## src/hdl/flfl_pkg.sv

```systemverilog
// Shared types and constants for the fixed-length frame link.
`timescale 1ns / 1ps

package flfl_pkg;

	localparam int RX_LEN = 8;
	localparam int TX_LEN = 8;

	localparam int RX_AW  = (RX_LEN > 1) ? $clog2(RX_LEN) : 1;
	localparam int TX_AW  = (TX_LEN > 1) ? $clog2(TX_LEN) : 1;
	localparam int FILL_W = $clog2(RX_LEN + 1);
	localparam int POS_W  = $clog2(TX_LEN + 1);

	localparam logic [15:0] TIMEOUT_RESET = 16'd12500;
	localparam logic [7:0]  BYTE_SPACE    = 8'd32;

	typedef enum logic [2:0] {
		CMD_RX_BYTE = 3'd0,
		CMD_TICK    = 3'd1,
		CMD_GET     = 3'd2,
		CMD_WRITE   = 3'd3,
		CMD_START   = 3'd4,
		CMD_TX_RDY  = 3'd5,
		CMD_ERR_QRY = 3'd6,
		CMD_NOP     = 3'd7
	} cmd_t;

	typedef enum logic {
		ST_IDLE,
		ST_READ
	} state_t;

	// Controller to datapath.
	typedef struct packed {
		logic exec;
		logic rd_start;
		logic rd_step;
	} ctrl_cmd_t;

	// Datapath to controller.
	typedef struct packed {
		logic out_free;
		logic rx_full;
		logic rd_last;
	} dp_status_t;

endpackage

```

## src/hdl/flfl_ctrl.sv

```systemverilog
// Controller state machine: input acceptance and frame readout sequencing.
`timescale 1ns / 1ps

module flfl_ctrl
	import flfl_pkg::*;
(
	input  logic       clk,
	input  logic       arst_n,
	input  logic       in_valid,
	output logic       in_stall,
	input  logic [2:0] cmd,
	input  dp_status_t status,
	output ctrl_cmd_t  ctrl
);

	state_t state_q;
	state_t state_d;
	logic   is_full_get;

	assign is_full_get = (cmd_t'(cmd) == CMD_GET) && status.rx_full;

	always_ff @(posedge clk or negedge arst_n) begin
		if (!arst_n) begin
			state_q <= ST_IDLE;
		end else begin
			state_q <= state_d;
		end
	end

	always_comb begin
		state_d = state_q;
		unique case (state_q)
			ST_IDLE: begin
				if (in_valid && status.out_free && is_full_get) begin
					state_d = ST_READ;
				end
			end
			ST_READ: begin
				if (status.out_free && status.rd_last) begin
					state_d = ST_IDLE;
				end
			end
			default: state_d = ST_IDLE;
		endcase
	end

	always_comb begin
		in_stall      = 1'b1;
		ctrl.exec     = 1'b0;
		ctrl.rd_start = 1'b0;
		ctrl.rd_step  = 1'b0;
		unique case (state_q)
			ST_IDLE: begin
				in_stall      = !status.out_free;
				ctrl.exec     = in_valid && status.out_free && !is_full_get;
				ctrl.rd_start = in_valid && status.out_free && is_full_get;
			end
			ST_READ: begin
				// advance one frame word per free output slot
				ctrl.rd_step = status.out_free;
			end
			default: in_stall = 1'b1;
		endcase
	end

endmodule

```

## src/hdl/flfl_dp.sv

```systemverilog
// Datapath: frame buffers, timer, error count, transmit pointer, result register.
`timescale 1ns / 1ps

module flfl_dp
	import flfl_pkg::*;
(
	input  logic        clk,
	input  logic        arst_n,
	input  ctrl_cmd_t   ctrl,
	output dp_status_t  status,
	input  logic [2:0]  cmd,
	input  logic [7:0]  data_in,
	input  logic [5:0]  tx_index,
	input  logic        cfg_we,
	input  logic [15:0] cfg_data,
	output logic        out_valid,
	input  logic        out_stall,
	output logic        ok,
	output logic [7:0]  data_out,
	output logic        last,
	output logic        tx_valid,
	output logic [7:0]  recent_byte
);

	logic [7:0]        rx_frame_q [RX_LEN];
	logic [7:0]        tx_frame_q [TX_LEN];

	logic [15:0]       timeout_q;
	logic [FILL_W-1:0] rx_fill_q,  rx_fill_d;
	logic [POS_W-1:0]  tx_pos_q,   tx_pos_d;
	logic [15:0]       timer_q,    timer_d;
	logic              running_q,  running_d;
	logic [7:0]        err_q,      err_d;
	logic [7:0]        held_q,     held_d;
	logic [RX_AW-1:0]  rd_idx_q;

	logic              out_valid_q;
	logic              ok_q, last_q, txv_q;
	logic [7:0]        data_q, recent_q;

	logic              res_ok, res_txv;
	logic [7:0]        res_data;
	logic              rx_store, tx_store;
	logic [15:0]       timer_inc;
	logic              rx_full, tx_busy, idx_in_range;

	assign rx_full      = (rx_fill_q == FILL_W'(RX_LEN));
	assign tx_busy      = (tx_pos_q < POS_W'(TX_LEN));
	assign idx_in_range = ({1'b0, tx_index} < 7'(TX_LEN));
	assign timer_inc    = timer_q + 16'd1;

	assign status.rx_full  = rx_full;
	assign status.out_free = !out_valid_q || !out_stall;
	assign status.rd_last  = (rd_idx_q == RX_AW'(RX_LEN - 1));

	always_comb begin
		rx_fill_d = rx_fill_q;
		tx_pos_d  = tx_pos_q;
		timer_d   = timer_q;
		running_d = running_q;
		err_d     = err_q;
		held_d    = held_q;
		res_ok    = 1'b0;
		res_txv   = 1'b0;
		res_data  = 8'd0;
		rx_store  = 1'b0;
		tx_store  = 1'b0;
		unique case (cmd_t'(cmd))
			CMD_RX_BYTE: begin
				held_d = data_in;
				if (!rx_full) begin
					rx_store  = 1'b1;
					rx_fill_d = rx_fill_q + FILL_W'(1);
					timer_d   = 16'd0;
					running_d = 1'b1;
				end
			end
			CMD_TICK: begin
				if (running_q) begin
					timer_d = timer_inc;
					if (timer_inc == timeout_q) begin
						// drop a partial frame on timeout
						if (rx_fill_q != '0 && !rx_full) begin
							rx_fill_d = '0;
							err_d     = err_q + 8'd1;
						end
						running_d = 1'b0;
					end
				end
			end
			CMD_GET: begin
				res_ok = 1'b0;
			end
			CMD_WRITE: begin
				if (!tx_busy && idx_in_range) begin
					tx_store = 1'b1;
					res_ok   = 1'b1;
				end
			end
			CMD_START: begin
				if (!tx_busy) begin
					tx_pos_d = '0;
					res_ok   = 1'b1;
				end
			end
			CMD_TX_RDY: begin
				if (tx_busy) begin
					res_data = tx_frame_q[tx_pos_q[TX_AW-1:0]];
					res_txv  = 1'b1;
					tx_pos_d = tx_pos_q + POS_W'(1);
				end
			end
			CMD_ERR_QRY: begin
				if (err_q != 8'd0) begin
					err_d  = 8'd0;
					res_ok = 1'b1;
				end
			end
			CMD_NOP: begin
				res_ok = 1'b0;
			end
			default: res_ok = 1'b0;
		endcase
	end

	always_ff @(posedge clk or negedge arst_n) begin
		if (!arst_n) begin
			timeout_q   <= TIMEOUT_RESET;
			rx_fill_q   <= '0;
			tx_pos_q    <= POS_W'(TX_LEN);
			timer_q     <= 16'd0;
			running_q   <= 1'b0;
			err_q       <= 8'd0;
			held_q      <= BYTE_SPACE;
			rd_idx_q    <= '0;
			out_valid_q <= 1'b0;
		end else begin
			if (cfg_we) begin
				timeout_q <= cfg_data;
			end
			if (ctrl.exec) begin
				rx_fill_q   <= rx_fill_d;
				tx_pos_q    <= tx_pos_d;
				timer_q     <= timer_d;
				running_q   <= running_d;
				err_q       <= err_d;
				held_q      <= held_d;
				out_valid_q <= 1'b1;
			end else if (ctrl.rd_step) begin
				out_valid_q <= 1'b1;
				if (status.rd_last) begin
					rd_idx_q  <= '0;
					rx_fill_q <= '0;
				end else begin
					rd_idx_q <= rd_idx_q + RX_AW'(1);
				end
			end else if (ctrl.rd_start) begin
				rd_idx_q <= '0;
				if (!out_stall) begin
					out_valid_q <= 1'b0;
				end
			end else if (!out_stall) begin
				out_valid_q <= 1'b0;
			end
		end
	end

	// Result word and frame stores hold no reset.
	always_ff @(posedge clk) begin
		if (ctrl.exec) begin
			ok_q     <= res_ok;
			data_q   <= res_data;
			last_q   <= 1'b1;
			txv_q    <= res_txv;
			recent_q <= held_d;
		end else if (ctrl.rd_step) begin
			ok_q     <= 1'b1;
			data_q   <= rx_frame_q[rd_idx_q];
			last_q   <= status.rd_last;
			txv_q    <= 1'b0;
			recent_q <= held_q;
		end
		if (ctrl.exec && rx_store) begin
			rx_frame_q[rx_fill_q[RX_AW-1:0]] <= data_in;
		end
		if (ctrl.exec && tx_store) begin
			tx_frame_q[tx_index[TX_AW-1:0]] <= data_in;
		end
	end

	assign out_valid   = out_valid_q;
	assign ok          = ok_q;
	assign data_out    = data_q;
	assign last        = last_q;
	assign tx_valid    = txv_q;
	assign recent_byte = recent_q;

endmodule

```

## src/hdl/fixed_length_frame_link_with_timeout_unit.sv

```systemverilog
// Fixed-length frame link with receive timeout: accepts one command word per cycle
// while in_stall is low and presents its result word in the cycle after acceptance.
// A get of a full frame stalls the input while ST_READ reads the frame out: the
// frame words are registered one per cycle while out_stall does not hold them.
// A result word held by out_stall stalls the input until it is taken.
// arst_n clears all control state at once; frame buffers stay undefined until written.
`timescale 1ns / 1ps

module fixed_length_frame_link_with_timeout_unit
	import flfl_pkg::*;
(
	input  logic        clk,
	input  logic        arst_n,
	input  logic        cfg_we,
	input  logic [15:0] cfg_data,
	input  logic        in_valid,
	output logic        in_stall,
	input  logic [2:0]  cmd,
	input  logic [7:0]  data_in,
	input  logic [5:0]  tx_index,
	output logic        out_valid,
	input  logic        out_stall,
	output logic        ok,
	output logic [7:0]  data_out,
	output logic        last,
	output logic        tx_valid,
	output logic [7:0]  recent_byte
);

	ctrl_cmd_t  ctrl;
	dp_status_t status;

	flfl_ctrl u_ctrl (
		.clk      (clk),
		.arst_n   (arst_n),
		.in_valid (in_valid),
		.in_stall (in_stall),
		.cmd      (cmd),
		.status   (status),
		.ctrl     (ctrl)
	);

	flfl_dp u_dp (
		.clk         (clk),
		.arst_n      (arst_n),
		.ctrl        (ctrl),
		.status      (status),
		.cmd         (cmd),
		.data_in     (data_in),
		.tx_index    (tx_index),
		.cfg_we      (cfg_we),
		.cfg_data    (cfg_data),
		.out_valid   (out_valid),
		.out_stall   (out_stall),
		.ok          (ok),
		.data_out    (data_out),
		.last        (last),
		.tx_valid    (tx_valid),
		.recent_byte (recent_byte)
	);

endmodule

```

## config.mk

```make
export PLATFORM = sky130hd
export DESIGN_NAME = fixed_length_frame_link_with_timeout_unit
export DESIGN_NICKNAME = d
export VERILOG_FILES = /design/src/hdl/flfl_pkg.sv /design/src/hdl/flfl_ctrl.sv /design/src/hdl/flfl_dp.sv /design/src/hdl/fixed_length_frame_link_with_timeout_unit.sv
export SDC_FILE = /design/constraint.sdc
export NUM_CORES = 1
export LEC_CHECK = 0
export CAP_MARGIN = 40
export CORE_UTILIZATION = 55
export DETAILED_ROUTE_END_ITERATION = 10
export DONT_BUFFER_PORTS = 1
export PLACE_DENSITY = 0.8
export SETUP_SLACK_MARGIN = 0.05
export SLEW_MARGIN = 20
export SYNTH_ARGS = -nofsm -noshare
export SYNTH_HDL_FRONTEND = slang
export SYNTH_SLANG_ARGS = --single-unit
```

## constraint.sdc

```tcl
create_clock -name clk -period 4.85 [get_ports clk]
set_input_delay 0.2425 -clock clk [delete_from_list [all_inputs] [get_ports clk]]
set_output_delay 0.2425 -clock clk [all_outputs]
set_load 0.02 [all_outputs]
```

==> reports/metrics.cfg <==
[placed_design]
dp.cells = 813
place_congestion = 0.842
port_buffers = 0
hpwlAfterDp_mm = 13.1
dp_worst_setup_slack_ns = 1.81

[cts]
cts_inserted_buffers = 22
clkTransAtPathRegs_ns = 0.06
numClockSinks = 209
cts_root_buf = clkbuf_16
ctsResizeCount = 0
h-tree-depth = 1
clk_latency_ns = 0.51
cts_tree = built
cts_max_path_buffers = 3

[setup_path]
reg2regPathDepth = 8
arrival_ns = 3.40
worstPathRequired_ns = 5.06
path_class = reg2reg
start_kind = flip-flop
worstPathMaxFanout = 10
cp-end-kind = flip-flop

[global_routing]
use_met1_pct = 30.4
grt_pass1_vias = 5590
antenna_found_initial = 1
grt_use_met3_pct = 5.24
grt_max_degree = 63
busiest_layer = met2
grt_pass1_wl_mm = 30.7
grt_usage_pct = 24.3
grt_util_met2_pct = 41.8
overflow = 0

[worst_hold_path]
hold_path_class = in2reg
min_path_cells = 2

[detailed_routing]
wl_per_cell_um = 22.6
route.detailed.drc = 0
first_pass_iters = 5
avgViaCountPerCell = 6.24
initialDrtViolationCount = 581
ant_nets = 0
vias = 5516
wirelength_mm = 19.9

[floorplan]
die_w_um = 131
ios = 59
die_h_um = 131
start_util_pct = 57.1
core-area_um2 = 16100
die-area_um2 = 17200
rows = 46

[sta]
fin_setup_tns_ns = 0
worst_slew_pin_slew_ns = 0.844
period_minus_slack_ns = 3.19
clock_skew_ns = 0.0142
finalCritPeriodShare_pct = 65.7
setup_viol = 0
slew_violations = 0
rsz0062_at_grt = no
fmaxAchievable_ghz = 0.314
hold_violations = 0
worst_slack_ns = 1.66
relSlewSlack_pct = 43.5

[finish]
fill_cells = 1047
syn2layout_area_growth_pct = 14.0
drive_gt1_share_pct = 18.4
stdcell_count = 884
multiInputGateArea_um2 = 3020
seq_area_um2 = 5970
nets = 700
final_util_pct = 65.1

[run]
cap_violations = 0

[yosys]
synth.distinct_cells = 67
ys_seq_area_share_pct = 65.1
yosys_warnings = 0
ys.flop_type = edfxtp_1
syn_area_um2 = 9170
synth.avg_cell_area_um2 = 14.8
ys_ff_latch = 209
synth-edff-count = 146
syn-num-nets = 664
synthArstFlopShare_pct = 29.7
synthCells = 618

[pwr]
peakVddDrop_mv = 0.294
power_leakage_nw = 3.76
power_density_nw_per_um2 = 502

[status]
outcome = completed

power by group:
group | leakage, nW | total (mW) | internal, mW | switching (mW)
logic | 1.31 | 0.962 | 0.519 | 0.443
clock network | 0.359 | 1.70 | 1.04 | 0.660
registers | 2.09 | 2.58 | 2.17 | 0.411
total | 3.76 | 5.24 | 3.73 | 1.51
through the flow:
stage               hold slack [ns]  cell area [um^2]  power [mW]
floorplan                   -0.0531              9170        3.23
global placement            -0.0516              9320        3.43
detailed placement          -0.0515              9360        3.50
CTS                         0.00142             10400        5.26
global route                 0.0206             10400        5.45
finish                      0.00571             10400        5.24
state kept, by name (all words and copies together), names as in the netlist, 3 cells and up:
signal,count
u_dp.recent_byte,8
u_dp.rx_frame_q,64
u_dp.rd_idx_q,3
u_dp.data_out,8
u_dp.held_q,8
u_dp.err_q,8
u_dp.tx_pos_q,4
u_dp.tx_frame_q,64
u_dp.timer_q,16
u_dp.rx_fill_q,4
u_dp.timeout_q,16
cells in the mapped netlist (7+ instances only):
cell | n | area share, %
inv_1 | 11 | 0.45
nor2_1 | 39 | 1.6
nor3_1 | 11 | 0.60
dfrtp_1 | 54 | 15
mux2i_1 | 23 | 2.5
xor2_1 | 7 | 0.67
and3_1 | 12 | 0.82
a31oi_1 | 8 | 0.55
ha_1 | 8 | 1.1
dfstp_2 | 8 | 2.3
o21ai_0 | 30 | 1.6
mux2_2 | 25 | 3.1
nand2_1 | 43 | 1.8
nand3_1 | 13 | 0.71
nand2b_1 | 8 | 0.55
buf_2 | 8 | 0.44
o22ai_1 | 8 | 0.55
xnor2_1 | 14 | 1.3
clkbuf_1 | 15 | 0.61
edfxtp_1 | 146 | 48
mux4_2 | 32 | 7.9
worst max-delay path, stage by stage (launching register included):
cell           delay (ns)
dfrtp_1              0.45
inv_1                0.12
ha_1                 0.24
nor4bb_1             0.15
a21o_1               0.24
or2_2                0.39
or3_1                0.45
nor3_1               0.19
dlygate4sd3_1        0.67
timing repair:
action | 4_1_cts | 5_1_grt
hold endpoints to repair | 231 | 0
hold buffers | 31 | 0
buffers inserted | 0 | 0
path summary, 6_finish.rpt:
check	startpoint	to	slack [ns]
max reg2reg	u_dp.rx_fill_q[0]	u_dp.tx_frame_q[0][6]	1.66
max in group asynchronous	arst_n	u_dp.tx_pos_q[3]	4.23
max	u_dp.rx_fill_q[0]	u_dp.tx_frame_q[0][6]	1.66
min reg2reg	u_dp.held_q[7]	u_dp.held_q[7]	0.50
min	cmd[2]	u_dp.ok	0.006
min in group asynchronous	arst_n	u_dp.timer_q[4]	0.32
kinds of logic after synthesis:
group | synth area share, %
mux | 13.4
simple gates | 9.62
xor+xnor | 2.01
buf+inv | 1.91
compound gates | 6.83
fa+ha+maj | 1.09
flops | 65.1
routing by layer:
| metal | part of all wire (%) | vias up | routed length [um] |
|---|---|---|---|
| li1 | - | 2447 | - |
| met3 | 7.6 | 49 | 1510 |
| met5 | 0 | - | 0 |
| met4 | 3.2 | 0 | 633 |
| met2 | 50 | 218 | 9970 |
| met1 | 39 | 2802 | 7830 |
cell usage in the layout, fill, tap and decap left out, types with 4 or more instances in the layout:
master           n
nand3_1         13
buf_4            4
dlygate4sd3_1   30
edfxtp_1       146
nand2_1         43
o21ai_0         30
a41oi_1          5
and3_1          12
o22ai_1          8
mux2_2          25
a21oi_1          6
mux4_2          32
nor2_1          39
o31ai_1          6
buf_2            4
xor2_1           7
nor3_1          11
clkbuf_16       22
mux2i_1         23
ha_1             8
dfrtp_1         53
bufinv_16        4
xnor2_1         14
a31oi_1          8
clkinv_1         4
dfstp_2          8
a21o_1           4
clkinv_2         4
nand4_1          6
nand2b_1         8
inv_1           11
layout make-up:
type	instances	share of cell area, %
Antenna cell	1	0.0240
Sequential cell	209	57.1
Tap cell	216	2.59
Timing Repair Buffer	41	3.90
Inverter	12	0.431
Clock inverter	13	1.64
Clock buffer	24	5.34
Multi-Input combinational cell	368	28.9
No activity file was read; power rests on OpenSTA's default activity.
